**config.mk**
```make
export PLATFORM = sky130hd
export DESIGN_NAME = nie_mul
export DESIGN_NICKNAME = d
export VERILOG_FILES = /design/src/sv/nie_pkg.sv /design/src/sv/nie_mul.sv
export SDC_FILE = /design/constraint.sdc
export NUM_CORES = 2
export LEC_CHECK = 0
export ABC_AREA = 1
export BUFFER_PORTS_ARGS = -buffer_cell sky130_fd_sc_hd__buf_2
export CORE_MARGIN = 1.5
export CORE_UTILIZATION = 56
export CTS_CLUSTER_DIAMETER = 60
export DETAILED_ROUTE_END_ITERATION = 10
export PLACE_DENSITY = 0.78
export SLEW_MARGIN = 10
export SYNTH_ARGS = -nofsm -noshare
export SYNTH_HDL_FRONTEND = slang
export SYNTH_SLANG_ARGS = --single-unit
```
**constraint.sdc**
```tcl
create_clock -name clk -period 12.53 [get_ports clk]
set_clock_uncertainty 0.05 [all_clocks]
set_input_delay 3.759 -clock clk [delete_from_list [all_inputs] [get_ports clk]]
set_output_delay 3.759 -clock clk [all_outputs]
set_load 0.01 [all_outputs]
```
**src/sv/nie_pkg.sv**
```systemverilog
`default_nettype none
// ----------------------------------------------------------------------------
// nie_pkg
// Shared types, constants and saturating arithmetic for the Newton
// interpolation error block.
// ----------------------------------------------------------------------------
package nie_pkg;

  localparam int MAX_NODES     = 16;
  localparam int FRACTION_BITS = 40;
  localparam int NODE_AW       = $clog2(MAX_NODES);
  localparam int POS_W         = 32;
  localparam int VAL_W         = 64;
  localparam int DIFF_W        = POS_W + 1;
  localparam int PROD_W        = VAL_W + DIFF_W;
  localparam int DEG_W         = 4;
  localparam int IDX_W         = 4;
  localparam int DD_SH         = 30;
  localparam int RUNGE_SH      = 60 - FRACTION_BITS;
  localparam int RUNGE_K       = 25;
  localparam int DIV_STEPS     = 2 * VAL_W;
  localparam int DIV_CW        = $clog2(DIV_STEPS);
  localparam logic [DEG_W-1:0] DEGREE_RESET = DEG_W'(8);

  localparam logic OP_LOAD = 1'b0;
  localparam logic OP_EVAL = 1'b1;

  localparam logic [VAL_W-1:0] VAL_MAX = {1'b0, {(VAL_W-1){1'b1}}};
  localparam logic [VAL_W-1:0] VAL_MIN = {1'b1, {(VAL_W-1){1'b0}}};
  localparam logic [VAL_W-1:0] VAL_ONE = VAL_W'(1) << FRACTION_BITS;

  typedef enum logic [1:0] {
    STAT_OK         = 2'd0,
    STAT_NOT_READY  = 2'd1,
    STAT_COINCIDENT = 2'd2,
    STAT_INDEX      = 2'd3
  } status_t;

  typedef enum logic [4:0] {
    S_IDLE, S_DISP,
    S_CK_RI, S_CK_LI, S_CK_CMP,
    S_RG_RD, S_RG_LD, S_RG_MS, S_RG_MW, S_RG_DEN, S_RG_DS, S_RG_DW, S_RG_END,
    S_DD_RA, S_DD_RB, S_DD_RC, S_DD_DS, S_DD_DW,
    S_EV_R0, S_EV_L0, S_EV_RA, S_EV_RB, S_EV_MS, S_EV_MW, S_EV_NG, S_EV_AD,
    S_EV_E1, S_EV_E2
  } state_t;

  typedef enum logic [1:0] {
    DP_IDLE, DP_RUN, DP_ROUND, DP_OUT
  } div_phase_t;

  typedef struct packed {
    logic                 start;
    logic [VAL_W-1:0]     a_mag;
    logic [DIFF_W-1:0]    b_mag;
  } mul_req_t;

  typedef struct packed {
    logic                 done;
    logic [PROD_W-1:0]    prod;
  } mul_rsp_t;

  typedef struct packed {
    logic                 start;
    logic [VAL_W-1:0]     a;
    logic [VAL_W-1:0]     b;
    logic                 sh_dd;
  } div_req_t;

  typedef struct packed {
    logic                 done;
    logic [VAL_W-1:0]     q;
  } div_rsp_t;

  typedef struct packed {
    logic                 node_we;
    logic [NODE_AW-1:0]   node_waddr;
    logic [POS_W-1:0]     node_wdata;
    logic [NODE_AW-1:0]   node_raddr;
    logic                 diff_we;
    logic [NODE_AW-1:0]   diff_waddr;
    logic [VAL_W-1:0]     diff_wdata;
    logic [NODE_AW-1:0]   diff_raddr;
  } mem_ctl_t;

  function automatic logic [VAL_W-1:0] mag64(input logic [VAL_W-1:0] a);
    return a[VAL_W-1] ? (~a + 1'b1) : a;
  endfunction

  function automatic logic [VAL_W-1:0] signed_sat(input logic neg,
                                                  input logic [VAL_W-1:0] m);
    if (!neg) return m[VAL_W-1] ? VAL_MAX : m;
    if (m[VAL_W-1]) return VAL_MIN;
    return ~m + 1'b1;
  endfunction

  function automatic logic [VAL_W-1:0] sat_add(input logic [VAL_W-1:0] a,
                                               input logic [VAL_W-1:0] b);
    logic [VAL_W:0] s;
    s = {a[VAL_W-1], a} + {b[VAL_W-1], b};
    if (s[VAL_W] != s[VAL_W-1]) return s[VAL_W] ? VAL_MIN : VAL_MAX;
    return s[VAL_W-1:0];
  endfunction

  function automatic logic [VAL_W-1:0] sat_sub(input logic [VAL_W-1:0] a,
                                               input logic [VAL_W-1:0] b);
    logic [VAL_W:0] s;
    s = {a[VAL_W-1], a} - {b[VAL_W-1], b};
    if (s[VAL_W] != s[VAL_W-1]) return s[VAL_W] ? VAL_MIN : VAL_MAX;
    return s[VAL_W-1:0];
  endfunction

endpackage
`default_nettype wire

```
**src/sv/nie_mul.sv**
```systemverilog
`default_nettype none
// ----------------------------------------------------------------------------
// nie_mul
// Unsigned 64 x 33 multiplier built from one 32 x 33 array used twice;
// low partial, high partial and their sum are registered in turn.
// ----------------------------------------------------------------------------
module nie_mul (
  input  wire logic              clk,
  input  wire logic              rst_n,
  input  wire nie_pkg::mul_req_t req,
  output nie_pkg::mul_rsp_t      rsp
);
  import nie_pkg::*;

  localparam int HALF_W = VAL_W / 2;

  logic [1:0]               step_r;
  logic [VAL_W-1:0]         a_r;
  logic [DIFF_W-1:0]        b_r;
  logic [HALF_W+DIFF_W-1:0] lo_r, hi_r;
  logic [PROD_W-1:0]        prod_r;
  logic                     done_r;
  logic [HALF_W-1:0]        op_a;
  logic [HALF_W+DIFF_W-1:0] part;

  assign op_a = (step_r == 2'd2) ? a_r[VAL_W-1:HALF_W] : a_r[HALF_W-1:0];
  assign part = op_a * b_r;

  always_ff @(posedge clk) begin
    if (!rst_n) begin
      step_r <= 2'd0;
      done_r <= 1'b0;
    end else begin
      done_r <= (step_r == 2'd3);
      unique case (step_r)
        2'd0: if (req.start) step_r <= 2'd1;
        2'd1: step_r <= 2'd2;
        2'd2: step_r <= 2'd3;
        2'd3: step_r <= 2'd0;
        default: step_r <= 2'd0;
      endcase
    end
  end

  always_ff @(posedge clk) begin
    if (step_r == 2'd0 && req.start) begin
      a_r <= req.a_mag;
      b_r <= req.b_mag;
    end
    if (step_r == 2'd1) lo_r <= part;
    if (step_r == 2'd2) hi_r <= part;
    if (step_r == 2'd3) prod_r <= (PROD_W'(hi_r) << HALF_W) + PROD_W'(lo_r);
  end

  assign rsp.done = done_r;
  assign rsp.prod = prod_r;

endmodule
`default_nettype wire

```
**After elaboration in Yosys (flattened, before gate mapping)**

Cells that the tools add are included.

- Register bits after elaboration: 327
- Logic and storage cells: 18
- Input port bits: 100
- Output and inout bits: 98

- Reductions and logical operators: 2
- Muxes and demuxes: 3
- Add/subtract/negate cells: 1
- Multiply operators: 1
- Eq/ne operators: 4

Operators by type and width:

| cell | number |
|---|---|
| 97-bit by 65-bit adder with 97-bit output | 1 |
| 32-bit by 33-bit multiplier with 65-bit output | 1 |
| 32-bit 2-to-1 mux | 1 |
| 2-bit one-hot mux with 4 select lines | 1 |
| 2-bit equality test, second input constant | 2 |
| 2-bit by 1-bit equality test with 1-bit output, second input constant | 1 |
| 2-bit logical NOT | 1 |
| 2-bit 2-to-1 mux | 1 |
| 2-bit inequality test, second input constant | 1 |
| 1-bit logical AND | 1 |

**Depth between registers and ports, before layout**

- Depth after elaboration: 3
- Mapped depth: 38
- Depth with buffers taken out: 35

**Least setup slack after synthesis**

Ideal clock, no wire load.

- Path type: flip-flop to flip-flop
- From: register step_r[0]
- To: register hi_r[60] (data pin)
- Required time: 12.224 ns
- Path buffers: 4
- Stages on the path, launching flop included: 33
- Clock period less this slack: 8.803 ns
- Data arrival time: 8.496 ns
- Library setup time: 0.256 ns
- Slack: 3.727 ns
- Path through: dfxtp_1 inv_1 ha_1 buf_4 inv_2 buf_6 or2_2 o21ai_2 buf_6 buf_6 nor2_1 fa_1 inv_1 fa_1 fa_1 fa_1 fa_1 inv_1 fa_1 fa_1 inv_1 fa_1 inv_1 ha_1 nand2_1 nor2_1 inv_1 nor3_2 nand3_1 nand2_1 nand2_1 nand3_1 nand2_1

- Word-level cells in the longest chain between the ends: 3

RTL lines:

| element | RTL line | RTL |
|---|---|---|
| from (decl) | nie_mul.sv:17 | `logic [1:0] step_r;` |
| from (signal assigned) | nie_mul.sv:31 | `step_r <= 2'd0;` |
| from (signal assigned) | nie_mul.sv:36 | `2'd0: if (req.start) step_r <= 2'd1;` |
| from (signal assigned) | nie_mul.sv:37 | `2'd1: step_r <= 2'd2;` |
| 2-bit equality test | nie_mul.sv:26 | `assign op_a = (step_r == 2'd2) ? a_r[VAL_W-1:HALF_W] : a_r[HALF_W-1:0];` |
| 32-bit 2-to-1 mux | nie_mul.sv:26 |  |
| 32-bit by 33-bit multiplier with 65-bit output | nie_mul.sv:27 | `assign part = op_a * b_r;` |
| net part[60] | nie_mul.sv:24 | `logic [HALF_W+DIFF_W-1:0] part;` |
| to (signal assigned) | nie_mul.sv:51 | `if (step_r == 2'd2) hi_r <= part;` |
| to (decl) | nie_mul.sv:20 | `logic [HALF_W+DIFF_W-1:0] lo_r, hi_r;` |

The timed path passes the listed nets, and every way through them passes these cells.
A chain may end at the register's enable or synchronous reset.

**Final worst setup path**

- From: register step_r[0]
- To: register hi_r[32] (data pin)

Same word-level chain as after synthesis.

==> results_dict.tcl <==
set metrics [dict create \
    status "finished, final reports clean" \
    maxSlewHeadroom 0.134 \
    yosysTopAreaCellShare 0.372 \
    setup-violations-final 0 \
    cap_violations 0 \
    critical_path.max_stage_delay_ns 0.90 \
    syn_avg_cell_area_sq_um 8.53 \
    fin_crit_ns 10.49 \
    die_h_um 302 \
    fmax_ghz 0.0953 \
    synth-seq-cells 327 \
    grt_max_degree 76 \
    pin_count 198 \
    tritoncts "built" \
    fin_setup_tns_ns 0 \
    worst-path-buf-inv 7 \
    required_ns 12.79 \
    drtPass1Iterations 6 \
    place_congestion 1.03 \
    top_usage_layer "met2" \
    antenna_found_initial 4 \
    vias 39600 \
    synth_ff_type "edfxtp_1" \
    nets 7290 \
    finalCritPeriodShare 0.837 \
    drive_gt1_frac 0.0736 \
    path_common_cell "fa_1" \
    cts_buffers 41 \
    timing.hold.ws_ns 0.367 \
    ys_seq_area_frac 0.196 \
    cp_top_family "adder cells" \
    root_buffer "clkbuf_16" \
    async_reset_ff_frac 0 \
    grt_pass1_vias 41900 \
    grt_usage 0.366 \
    critPathKind "register to register" \
    synth_warnings 0 \
    via_per_inst 5.52 \
    postCtsHoldBufs 0 \
    h-tree-depth 2 \
    rsz0062_at_grt "false" \
    grt_pass1_wl_um 244000 \
    synth_area_sq_um 49900 \
    clock_sinks 327 \
    fin_util 0.601 \
    globalRouteMet1Util 0.441 \
    path_clk_slew_ns 0.06 \
    clkLatencyLatePin_ns 0.62 \
    path_max_fanout 36 \
    final_max_slew_viol_count 0 \
    postRouteWirelength_um 160000 \
    dieArea_sq_um 91000 \
    io_buffer_count 197 \
    crit_slowest_cell "inv_1" \
    yosysMostFrequentCell "nand2_1" \
    cts_resized 0 \
    met2_usage 0.588 \
    fill_cells 7714 \
    ys_types 45 \
    ys_top_cells_by_count "nand2_1 (1549), inv_1 (1418), fa_1 (927)" \
    worstPathArrival_ns 10.75 \
    overflow 0 \
    area_delta_synth_final_pct 6.37 \
    ant_nets 0 \
    first_iter_violations 3361 \
    syn_inst 5853 \
    wire_per_inst_um 22.4 \
    worst_setup_path_start_kind "register" \
    start_util 0.565 \
    core_region_area_sq_um 88400 \
    dp_hpwl_um 129000 \
    max_slew.worst_pin.slew_ns 1.30 \
    synth.largest_area_cell "fa_1" \
    cp-end-kind "register" \
    synth_edf_count 324 \
    placementRows 109 \
    finalHoldViolations 0 \
    die_x_um 302 \
    clockBufferDepth 3 \
    use_met3 0.0946 \
    hold_class "register to register" \
    syn_nets 7182 \
    synthTopCellsByArea "fa_1 (37%), edfxtp_1 (19%), nand2_1 (12%)" \
    postCtsSetupRepairBufs 0 \
    drc 0 \
]
==> through the flow <==
step / cell area, sq um / setup WS [ns] / cells
2_1_floorplan: 49900 / 3.73 / 5853
3_3_place_gp: 51700 / 2.24 / 7083
3_5_place_dp: 51700 / 2.19 / 7083
4_1_cts: 53100 / 2.16 / 7159
5_1_grt: 53100 / 1.91 / 7159
6_report: 53100 / 2.04 / 7161
==> logic make-up (layout without fill, tap and decap cells) <==
logic type | after synthesis | after routing | synth area share
AOI/OAI and AO/OA | 123 | 123 | 0.0164
xor gates and xnor gates | 67 | 67 | 0.0118
adders and majority gates | 1229 | 1229 | 0.447
buffers and inverters | 1638 | 1779 | 0.131
DFF | 327 | 327 | 0.196
other | 0 | 2 | 0
and+or+nand+nor | 2469 | 2469 | 0.197
==> layout by cell type, fill, tap and decap left out, drive strengths merged <==
| cell | count |
|---|---|
| fa | 927 |
| nor4 | 5 |
| buf | 246 |
| or2 | 36 |
| and2 | 1 |
| nand4 | 28 |
| nor3 | 30 |
| dfxtp | 3 |
| o211ai | 1 |
| clkinv | 33 |
| xor2 | 60 |
| o311a | 1 |
| diode | 2 |
| bufinv | 3 |
| nor2 | 674 |
| nor3b | 1 |
| nand3b | 2 |
| edfxtp | 324 |
| and3 | 3 |
| inv | 1448 |
| a21boi | 1 |
| a21oi | 67 |
| o21ai | 36 |
| xnor2 | 7 |
| clkinvlp | 2 |
| clkbuf | 47 |
| o21bai | 16 |
| ha | 302 |
| nand3 | 121 |
| nand2 | 1568 |
| o22ai | 1 |
==> registers in the layout (all words and copies together) (netlist names) <==
signal and cells:
prod_r 97, hi_r 65, lo_r 65, a_r 64, b_r 33, step_r 2
done_r 1
==> worst reg2reg max path, stage by stage, from the launching register on <==
cell and delay, ns:
dfxtp_1 0.35, inv_1 0.18, ha_4 0.65, inv_2 0.39, or2_2 0.40, o21ai_2 0.49, inv_1 0.90, nand2_1 0.29
fa_1 0.49, fa_1 0.56, inv_1 0.05, fa_1 0.48, fa_1 0.53, fa_1 0.56, fa_1 0.44, fa_1 0.52
inv_1 0.06, fa_1 0.47, inv_1 0.04, ha_1 0.47, nand2_1 0.22, inv_1 0.11, nand2_1 0.16, nor2_1 0.32
a21oi_1 0.14, nand2_2 0.19, xor2_1 0.66
==> path summary, 6_finish.rpt <==
kind	from	to	slack [ns]	depth (start not counted)
hold / removal	lo_r[31]	prod_r[31]	0.37	0
hold reg to reg	lo_r[31]	prod_r[31]	0.37	0
setup / recovery	step_r[0]	hi_r[32]	2.04	26
setup reg to reg	step_r[0]	hi_r[32]	2.04	26
==> final cells by class <==
cell class,instances,area [sq um],share of cell area
clock inverters,29,339,0.00638
well taps,1165,1460,0.0274
multi-input cells,3888,33600,0.633
clock buffers,47,1050,0.0197
repair buffers,246,1350,0.0255
inverters,1457,5490,0.103
diodes,2,5.00,0.0000942
flip-flops and latches,327,9790,0.184
==> metal layers <==
metal / share of wire / vias up
li1: - / 17300
met1: 0.36 / 19300
met2: 0.45 / 2366
met3: 0.11 / 625
met4: 0.076 / 4
met5: 0.0016 / -
Power is left out: the tool's default activity adds up to more than one toggle a clock period on the data nets, which glitch-free logic cannot reach.
