<file path="config.mk">
export PLATFORM = sky130hd
export DESIGN_NAME = nie_div
export DESIGN_NICKNAME = d
export VERILOG_FILES = /design/src/sv/nie_pkg.sv /design/src/sv/nie_div.sv
export SDC_FILE = /design/constraint.sdc
export NUM_CORES = 1
export LEC_CHECK = 0
export BUFFER_PORTS_ARGS = -buffer_cell sky130_fd_sc_hd__buf_2
export CORE_MARGIN = 2
export CORE_UTILIZATION = 40
export CTS_CLUSTER_DIAMETER = 150
export DETAILED_ROUTE_END_ITERATION = 10
export PLACE_DENSITY = 0.68
export RECOVER_POWER = 50
export REMOVE_ABC_BUFFERS = 1
export SYNTH_ARGS = -nofsm -noshare
export SYNTH_HDL_FRONTEND = slang
export SYNTH_SLANG_ARGS = --single-unit
export TNS_END_PERCENT = 100
</file>
<file path="constraint.sdc">
create_clock -name clk -period 15 [get_ports clk]
set_input_delay 4.5 -clock clk [delete_from_list [all_inputs] [get_ports clk]]
set_output_delay 4.5 -clock clk [all_outputs]
set_load 0.01 [all_outputs]
</file>
<file path="src/sv/nie_pkg.sv">
`default_nettype none
// ----------------------------------------------------------------------------
// nie_pkg
// Shared types, constants and saturating arithmetic for the Newton
// interpolation error block.
// ----------------------------------------------------------------------------
package nie_pkg;

  localparam int MAX_NODES     = 16;
  localparam int FRACTION_BITS = 40;
  localparam int NODE_AW       = $clog2(MAX_NODES);
  localparam int POS_W         = 32;
  localparam int VAL_W         = 64;
  localparam int DIFF_W        = POS_W + 1;
  localparam int PROD_W        = VAL_W + DIFF_W;
  localparam int DEG_W         = 4;
  localparam int IDX_W         = 4;
  localparam int DD_SH         = 30;
  localparam int RUNGE_SH      = 60 - FRACTION_BITS;
  localparam int RUNGE_K       = 25;
  localparam int DIV_STEPS     = 2 * VAL_W;
  localparam int DIV_CW        = $clog2(DIV_STEPS);
  localparam logic [DEG_W-1:0] DEGREE_RESET = DEG_W'(8);

  localparam logic OP_LOAD = 1'b0;
  localparam logic OP_EVAL = 1'b1;

  localparam logic [VAL_W-1:0] VAL_MAX = {1'b0, {(VAL_W-1){1'b1}}};
  localparam logic [VAL_W-1:0] VAL_MIN = {1'b1, {(VAL_W-1){1'b0}}};
  localparam logic [VAL_W-1:0] VAL_ONE = VAL_W'(1) << FRACTION_BITS;

  typedef enum logic [1:0] {
    STAT_OK         = 2'd0,
    STAT_NOT_READY  = 2'd1,
    STAT_COINCIDENT = 2'd2,
    STAT_INDEX      = 2'd3
  } status_t;

  typedef enum logic [4:0] {
    S_IDLE, S_DISP,
    S_CK_RI, S_CK_LI, S_CK_CMP,
    S_RG_RD, S_RG_LD, S_RG_MS, S_RG_MW, S_RG_DEN, S_RG_DS, S_RG_DW, S_RG_END,
    S_DD_RA, S_DD_RB, S_DD_RC, S_DD_DS, S_DD_DW,
    S_EV_R0, S_EV_L0, S_EV_RA, S_EV_RB, S_EV_MS, S_EV_MW, S_EV_NG, S_EV_AD,
    S_EV_E1, S_EV_E2
  } state_t;

  typedef enum logic [1:0] {
    DP_IDLE, DP_RUN, DP_ROUND, DP_OUT
  } div_phase_t;

  typedef struct packed {
    logic                 start;
    logic [VAL_W-1:0]     a_mag;
    logic [DIFF_W-1:0]    b_mag;
  } mul_req_t;

  typedef struct packed {
    logic                 done;
    logic [PROD_W-1:0]    prod;
  } mul_rsp_t;

  typedef struct packed {
    logic                 start;
    logic [VAL_W-1:0]     a;
    logic [VAL_W-1:0]     b;
    logic                 sh_dd;
  } div_req_t;

  typedef struct packed {
    logic                 done;
    logic [VAL_W-1:0]     q;
  } div_rsp_t;

  typedef struct packed {
    logic                 node_we;
    logic [NODE_AW-1:0]   node_waddr;
    logic [POS_W-1:0]     node_wdata;
    logic [NODE_AW-1:0]   node_raddr;
    logic                 diff_we;
    logic [NODE_AW-1:0]   diff_waddr;
    logic [VAL_W-1:0]     diff_wdata;
    logic [NODE_AW-1:0]   diff_raddr;
  } mem_ctl_t;

  function automatic logic [VAL_W-1:0] mag64(input logic [VAL_W-1:0] a);
    return a[VAL_W-1] ? (~a + 1'b1) : a;
  endfunction

  function automatic logic [VAL_W-1:0] signed_sat(input logic neg,
                                                  input logic [VAL_W-1:0] m);
    if (!neg) return m[VAL_W-1] ? VAL_MAX : m;
    if (m[VAL_W-1]) return VAL_MIN;
    return ~m + 1'b1;
  endfunction

  function automatic logic [VAL_W-1:0] sat_add(input logic [VAL_W-1:0] a,
                                               input logic [VAL_W-1:0] b);
    logic [VAL_W:0] s;
    s = {a[VAL_W-1], a} + {b[VAL_W-1], b};
    if (s[VAL_W] != s[VAL_W-1]) return s[VAL_W] ? VAL_MIN : VAL_MAX;
    return s[VAL_W-1:0];
  endfunction

  function automatic logic [VAL_W-1:0] sat_sub(input logic [VAL_W-1:0] a,
                                               input logic [VAL_W-1:0] b);
    logic [VAL_W:0] s;
    s = {a[VAL_W-1], a} - {b[VAL_W-1], b};
    if (s[VAL_W] != s[VAL_W-1]) return s[VAL_W] ? VAL_MIN : VAL_MAX;
    return s[VAL_W-1:0];
  endfunction

endpackage
`default_nettype wire

</file>
<file path="src/sv/nie_div.sv">
`default_nettype none
// ----------------------------------------------------------------------------
// nie_div
// Restoring divider, one quotient bit a cycle: round(a * 2^sh / b) with
// half-away-from-zero rounding and saturation to the signed 64-bit range.
// ----------------------------------------------------------------------------
module nie_div (
  input  wire logic              clk,
  input  wire logic              rst_n,
  input  wire nie_pkg::div_req_t req,
  output nie_pkg::div_rsp_t      rsp
);
  import nie_pkg::*;

  div_phase_t             phase_r;
  logic [DIV_CW-1:0]      cnt_r;
  logic [DIV_STEPS-1:0]   num_r;
  logic [VAL_W-1:0]       r_r, q_r, bm_r, m_r, qout_r;
  logic                   ovf_r, neg_r, zero_r, done_r;
  logic [VAL_W:0]         rs, rsub, qs;
  logic                   ge, rnd;
  logic [VAL_W-1:0]       am, bm;

  assign am   = mag64(req.a);
  assign bm   = mag64(req.b);
  assign rs   = {r_r, num_r[DIV_STEPS-1]};
  assign rsub = rs - {1'b0, bm_r};
  assign ge   = rs >= {1'b0, bm_r};
  assign rnd  = {r_r, 1'b0} >= {1'b0, bm_r};
  assign qs   = {1'b0, q_r} + (VAL_W+1)'(rnd);

  always_ff @(posedge clk) begin
    if (!rst_n) begin
      phase_r <= DP_IDLE;
      done_r  <= 1'b0;
    end else begin
      done_r <= 1'b0;
      unique case (phase_r)
        DP_IDLE:  if (req.start) phase_r <= DP_RUN;
        DP_RUN:   if (cnt_r == DIV_CW'(DIV_STEPS - 1)) phase_r <= DP_ROUND;
        DP_ROUND: phase_r <= DP_OUT;
        DP_OUT: begin
          phase_r <= DP_IDLE;
          done_r  <= 1'b1;
        end
        default:  phase_r <= DP_IDLE;
      endcase
    end
  end

  always_ff @(posedge clk) begin
    unique case (phase_r)
      DP_IDLE: begin
        if (req.start) begin
          num_r  <= DIV_STEPS'(am) << (req.sh_dd ? DD_SH : FRACTION_BITS);
          bm_r   <= bm;
          neg_r  <= req.a[VAL_W-1] ^ req.b[VAL_W-1];
          zero_r <= (bm == '0);
          r_r    <= '0;
          q_r    <= '0;
          ovf_r  <= 1'b0;
          cnt_r  <= '0;
        end
      end
      DP_RUN: begin
        num_r <= num_r << 1;
        r_r   <= ge ? rsub[VAL_W-1:0] : rs[VAL_W-1:0];
        q_r   <= {q_r[VAL_W-2:0], ge};
        ovf_r <= ovf_r | q_r[VAL_W-1];
        cnt_r <= cnt_r + 1'b1;
      end
      DP_ROUND: m_r <= (ovf_r | qs[VAL_W]) ? {VAL_W{1'b1}} : qs[VAL_W-1:0];
      DP_OUT:   qout_r <= zero_r ? '0 : signed_sat(neg_r, m_r);
      default: ;
    endcase
  end

  assign rsp.done = done_r;
  assign rsp.q    = qout_r;

endmodule
`default_nettype wire

</file>
Word level (Yosys, flattened, before mapping). Cells that the tools add are included.

Add/sub/neg operators: 6. $lt $le $gt $ge: 2. Equality and inequality tests: 6. Shift operators: 1. Mux-type cells: 27. Bitwise operators: 6. Reductions and logical operators: 6.

Operator list (count): 64-bit 2-to-1 mux (8); 128-bit one-hot mux with 2 select lines (1); 64-bit one-hot mux with 2 select lines (2); 64-bit by 1-bit adder with 64-bit output, second input constant (3); 64-bit inverter (3); 65-bit by 64-bit >= comparator with 1-bit output (2); 128-bit 2-to-1 mux (1); 64-bit by 6-bit << shifter with 128-bit output (1); 64-bit by 1-bit adder with 65-bit output (1); 64-bit logical NOT (1); 64-bit subtractor (1); 63-bit 2-to-1 mux (1); 7-bit one-hot mux with 2 select lines (1); 2-bit one-hot mux with 4 select lines (1); 7-bit by 1-bit adder with 7-bit output, second input constant (1); 7-bit == test, second input constant (1); 1-bit 2-to-1 mux (7); 7-bit 2-to-1 mux (1); 6-bit 2-to-1 mux (1); 2-bit AND reduction (3); 2-bit == test, second input constant (2); 2-bit 2-to-1 mux (2); 2-bit != test, second input constant (2); 2-bit by 1-bit == test with 1-bit output, second input constant (1); 5 further kinds (6).

Register bits after elaboration: 461. Output and inout port bits: 65.

Logic depth before layout (Yosys ltp).
Depth in word-level cells: 6. Mapped depth: 21.

Worst setup path before layout. No wires, ideal clock.

Path kind: reg2reg. From: register phase_r[1]. To: register cnt_r[0] (enable). Library setup time: 0.928 ns. Arrival time: 12.806 ns. Required time: 14.072 ns. Path slack: 1.266 ns. Stages on the path, launching flop included: 7. Path buffers: 2. Clock period less this slack: 13.734 ns. Cell sequence: dfxtp_1 > inv_1 > ha_1 > inv_1 > clkbuf_1 > buf_1 > o21bai_1.

Word-level cells in the longest chain between the ends: 3. Elaborated cells on any way between the ends: 5. Those cells by class: eq/ne (2); reduce/logical (3).

RTL lines: start: declaration (RTL line nie_div.sv:15) `div_phase_t phase_r;`; start signal: assignment (RTL line nie_div.sv:34) `phase_r <= DP_IDLE;`; start signal: assignment (RTL line nie_div.sv:39) `DP_IDLE: if (req.start) phase_r <= DP_RUN;`; start signal: assignment (RTL line nie_div.sv:40) `DP_RUN: if (cnt_r == DIV_CW'(DIV_STEPS - 1)) phase_r <= DP_ROUND;`; 2-bit by 1-bit == test with 1-bit output / 2-bit logical NOT (equally long branches) (RTL line nie_div.sv:52) `unique case (phase_r)`; 2-bit nonzero test (no line) / 2-bit != test (equally long branches); 2-bit AND reduction (no line) (*); end signal: assignment (RTL line nie_div.sv:70) `cnt_r <= cnt_r + 1'b1;`; end: declaration (RTL line nie_div.sv:16) `logic [DIV_CW-1:0] cnt_r;`.

Mark *: on every way between the ends. The rest lies on a longest branch, timed or not. A chain may end at the register's enable or synchronous reset.

Worst setup path in the final report.
From: input port req[129] in the netlist's numbering. To: register r_r[18] (enable).

Word-level cells in the longest chain between the ends: 2.

RTL lines: start: declaration (RTL line nie_div.sv:10) `input wire nie_pkg::div_req_t req,`; 2-bit != test (no line); 2-bit AND reduction (no line); end signal: assignment (RTL line nie_div.sv:67) `r_r <= ge ? rsub[VAL_W-1:0] : rs[VAL_W-1:0];`; end: declaration (RTL line nie_div.sv:18) `logic [VAL_W-1:0] r_r, q_r, bm_r, m_r, qout_r;`.

No other way between the ends.

==> results.py <==
metrics = {
    "yosys": {
        "synth.cell_area_mm2": 0.0280,
        "synth_top_area_share_pct": 48.2,
        "synthDistinctLibCells": 86,
        "synth_top_cells_by_area": "sky130_fd_sc_hd__edfxtp_1, sky130_fd_sc_hd__xnor2_1, sky130_fd_sc_hd__nand2_1",
        "synth_simple_gate_area_share_pct": 19.8,
        "synth_seq_cells": 453,
        "ys_async_sr_fraction_pct": 0,
        "synthDominantAreaCellType": "sky130_fd_sc_hd__edfxtp_1",
        "synth_seq_area_share_pct": 48.4,
        "synthCells": 2887,
        "synth_adder_area_share_pct": 3.38,
        "synth-warning-count": 0,
        "synth_xor_area_share_pct": 8.13,
        "synth-compound-area-share_pct": 15.2,
        "yosys_most_used_dff": "sky130_fd_sc_hd__edfxtp_1",
        "synth_mux_area_share_pct": 1.34,
        "combinational_family_with_the_most_area_after_synthesis": "simple AND/OR/NAND/NOR gates",
        "synth_edf_count": 450,
        "avgSynthCellArea_um2": 9.71,
    },
    "clock_tree": {
        "tritoncts": "yes",
        "clkSlewWorstSetupHoldPaths_ps": 60,
        "post_cts_buffers": 0,
        "ctsLongestPathBuffers": 3,
        "cts_made_buffers": 52,
        "clock_insertion_delay_worst_skew_ps": 610,
        "cts.sink_count": 453,
        "cts.repair.resized": 0,
        "htree_num_levels": 2,
        "cts.root.buffer_cell": "sky130_fd_sc_hd__clkbuf_16",
        "total_of_hold_buffers_inserted_after_clock_tree_synthesis": 0,
    },
    "sta": {
        "finalMaxSlewViolations": 640,
        "slew-limit-headroom_pct": -202,
        "final.period_utilization_pct": 65.2,
        "tns_ps": 0,
        "hold_violations": 0,
        "whs_ps": 522,
        "min_period_ps": 9780,
        "finalSetupViolCount": 0,
        "finalClockSkew_ps": 35.7,
        "rsz0062_at_grt": "no",
        "post-route-worst-setup-slack_ps": 5220,
        "slew_at_the_pin_closest_to_its_max_slew_limit_ps": 4530,
        "maxClockFrequency_ghz": 0.102,
    },
    "layout": {
        "fillCellCount": 6670,
        "antenna_cells": 0,
        "post-route-util_pct": 45.1,
        "final_layout_size_suffix_gt1_share_pct": 9.52,
        "final_nets": 3211,
        "area.growth.synth_to_final_pct": 12.2,
    },
    "global_routing": {
        "maximum_number_of_pins_on_one_net_before_global_route_repair": 104,
        "overflow": 0,
        "overall_global_routing_resource_usage_pct": 17.6,
        "grt_antenna_before_repair": 0,
        "first_pass_grt_wire_length_um": 104000,
        "grt_pass1_vias": 19835,
    },
    "routing": {
        "first_pass_iters": 7,
        "wirelength_um": 64900,
        "routed_via_density": 5.42,
        "postRouteAntennaNets": 0,
        "avgRoutedWirePerCell_um": 16.3,
        "vias": 21589,
        "detailedRoute.firstIterationViolations": 1549,
        "drcViolationCount": 0,
    },
    "critical_path": {
        "timing.critical_path.from": "req[129]",
        "worst_path_max_delay_cell": "sky130_fd_sc_hd__and2_0",
        "worst_path_largest_cell_delay_ps": 3210,
        "crit_path_cell_trace": "clkbuf_1 -> and2_0 -> o21bai_4 -> buf_4 -> buf_4",
        "critPathCaptureType": "flop",
        "worstPathArrival_ps": 10000,
        "reg2regPathDepth": 7,
        "timing_worst_setup_path_type": "input port to flop",
        "cp_common_cell": "sky130_fd_sc_hd__buf_4",
        "crit_path_start_kind": "input port",
        "timing.rr.start": "phase_r[1]$_SDFFE_PN0P_",
        "path_max_fanout": 73,
        "critPathRequiredTime_ps": 15230,
    },
    "die": {
        "chipWidth_um": 269,
        "initial_core_utilization_pct": 40.2,
        "floorplan.die.height_um": 269,
        "rows": 97,
        "core_area_mm2": 0.0697,
        "fp.dieArea_mm2": 0.0722,
        "io_pins": 197,
    },
    "power_and_ir_drop": {
        "leakage_uw": 0.0112,
        "worst_ir_drop_vdd_mv": 0.115,
        "power.density_cell_area_mw_per_mm2": 207,
    },
    "outcome": {
        "failed_checks": "max-capacitance violations, max-slew violations",
        "status": "finished, violations left",
    },
    "placed_design": {
        "dp_slack_ps": 6420,
        "portBuffers": 196,
        "place_congestion": 0.908,
        "dp_hpwl_um": 46400,
    },
    "min_path": {
        "worst_hold_startpoint": "num_r[92]$_DFFE_PP_",
        "min-delay-path-class": "flop to flop",
        "holdPathStages": 2,
    },
    "run": {
        "drv_cap": 8,
    },
}
sequential cells by signal, summed over array words and instances, names as in the netlist, 2 cells and up:
signal / flops
bm_r: 64
cnt_r: 7
m_r: 64
num_r: 120
phase_r: 2
q_r: 64
qout_r: 64
r_r: 64
metrics by stage:
stage	std cells	total power, uW	area, um2
floorplan	2729	4630	27400
global placement	3890	5160	29800
detailed placement	3890	5200	29800
CTS	3985	6510	31500
global route	3985	6980	31400
finish	3985	6500	31400
critical path, delay by kind of cell:
kind / cells / cell delay (ps)
AO/OA/AOI/OAI: 1 / 560
buffers and inverters: 3 / 1640
AND/OR/NAND/NOR: 1 / 3210
path summary, 6_finish.rpt:
path,endpoint,slack [ps]
max,r_r[18]$_SDFFCE_PN0P_,5220
min,num_r[93]$_DFFE_PP_,520
max reg2reg,num_r[83]$_DFFE_PP_,7710
min reg2reg,num_r[93]$_DFFE_PP_,520
final cells by class:
| class | count | area, um2 | share of cell area (%) |
|---|---|---|---|
| Multi-Input combinational cell | 2158 | 13400 | 42.7 |
| Tap cell | 940 | 1180 | 3.74 |
| Sequential cell | 453 | 13600 | 43.2 |
| Timing Repair Buffer | 221 | 1080 | 3.45 |
| Inverter | 118 | 443 | 1.41 |
| Clock inverter | 31 | 343 | 1.09 |
| Clock buffer | 64 | 1380 | 4.38 |
metal layers:
metal | routed length (um) | part of all wire, % | vias up | GRT usage [%]
met1 | 29900 | 46 | 10136 | 24.4
met4 | 1680 | 2.6 | 0 | 5.50
met5 | 0 | 0 | - | 0
met2 | 30200 | 47 | 563 | 28.9
li1 | - | - | 10781 | -
met3 | 3040 | 4.7 | 109 | 1.84
report_power, final:
group          internal (uW)  leakage, uW  switching (uW)  total [uW]
Sequential              2180      0.00435             265        2440
Combinational            987      0.00601            1800        2780
Clock                    757     0.000834             523        1280
cells by family after synthesis:
family          Yosys count
simple gates           1134
compound gates          651
flops                   453
buf+inv                 276
xor+xnor                260
fa+ha+maj                75
mux                      37
other cells               1
cell usage after synthesis, types with 24 or more instances:
cell type,n
sky130_fd_sc_hd__o31ai_1,50
sky130_fd_sc_hd__o41ai_1,29
sky130_fd_sc_hd__a211oi_1,28
sky130_fd_sc_hd__or3_1,39
sky130_fd_sc_hd__nor2_1,277
sky130_fd_sc_hd__o21ai_0,162
sky130_fd_sc_hd__a21oi_1,160
sky130_fd_sc_hd__mux2i_1,33
sky130_fd_sc_hd__or4_1,32
sky130_fd_sc_hd__a31oi_1,24
sky130_fd_sc_hd__and2_1,113
sky130_fd_sc_hd__ha_1,74
sky130_fd_sc_hd__nor4_1,30
sky130_fd_sc_hd__nand2_1,349
sky130_fd_sc_hd__nand4_1,54
sky130_fd_sc_hd__edfxtp_1,450
sky130_fd_sc_hd__nor3_1,70
sky130_fd_sc_hd__nand3_1,59
sky130_fd_sc_hd__clkbuf_1,140
sky130_fd_sc_hd__xnor2_1,179
sky130_fd_sc_hd__a21o_1,29
sky130_fd_sc_hd__xor2_1,81
sky130_fd_sc_hd__inv_1,117
sky130_fd_sc_hd__o22a_1,36
layout by cell type, fill, tap and decap left out, types with 32 or more instances in the layout:
master	count
sky130_fd_sc_hd__and2_1	43
sky130_fd_sc_hd__xnor2_1	179
sky130_fd_sc_hd__clkbuf_16	52
sky130_fd_sc_hd__o22a_1	36
sky130_fd_sc_hd__nand4_1	54
sky130_fd_sc_hd__or4_1	32
sky130_fd_sc_hd__or3_1	39
sky130_fd_sc_hd__mux2i_1	33
sky130_fd_sc_hd__and2_0	69
sky130_fd_sc_hd__buf_2	159
sky130_fd_sc_hd__nor2_1	277
sky130_fd_sc_hd__ha_1	74
sky130_fd_sc_hd__clkbuf_1	56
sky130_fd_sc_hd__o21ai_0	162
sky130_fd_sc_hd__nand2_1	348
sky130_fd_sc_hd__inv_1	117
sky130_fd_sc_hd__o31ai_1	50
sky130_fd_sc_hd__nor3_1	70
sky130_fd_sc_hd__a21oi_1	160
sky130_fd_sc_hd__edfxtp_1	450
sky130_fd_sc_hd__nand3_1	59
sky130_fd_sc_hd__xor2_1	81
No activity file was read; power rests on OpenSTA's default activity.
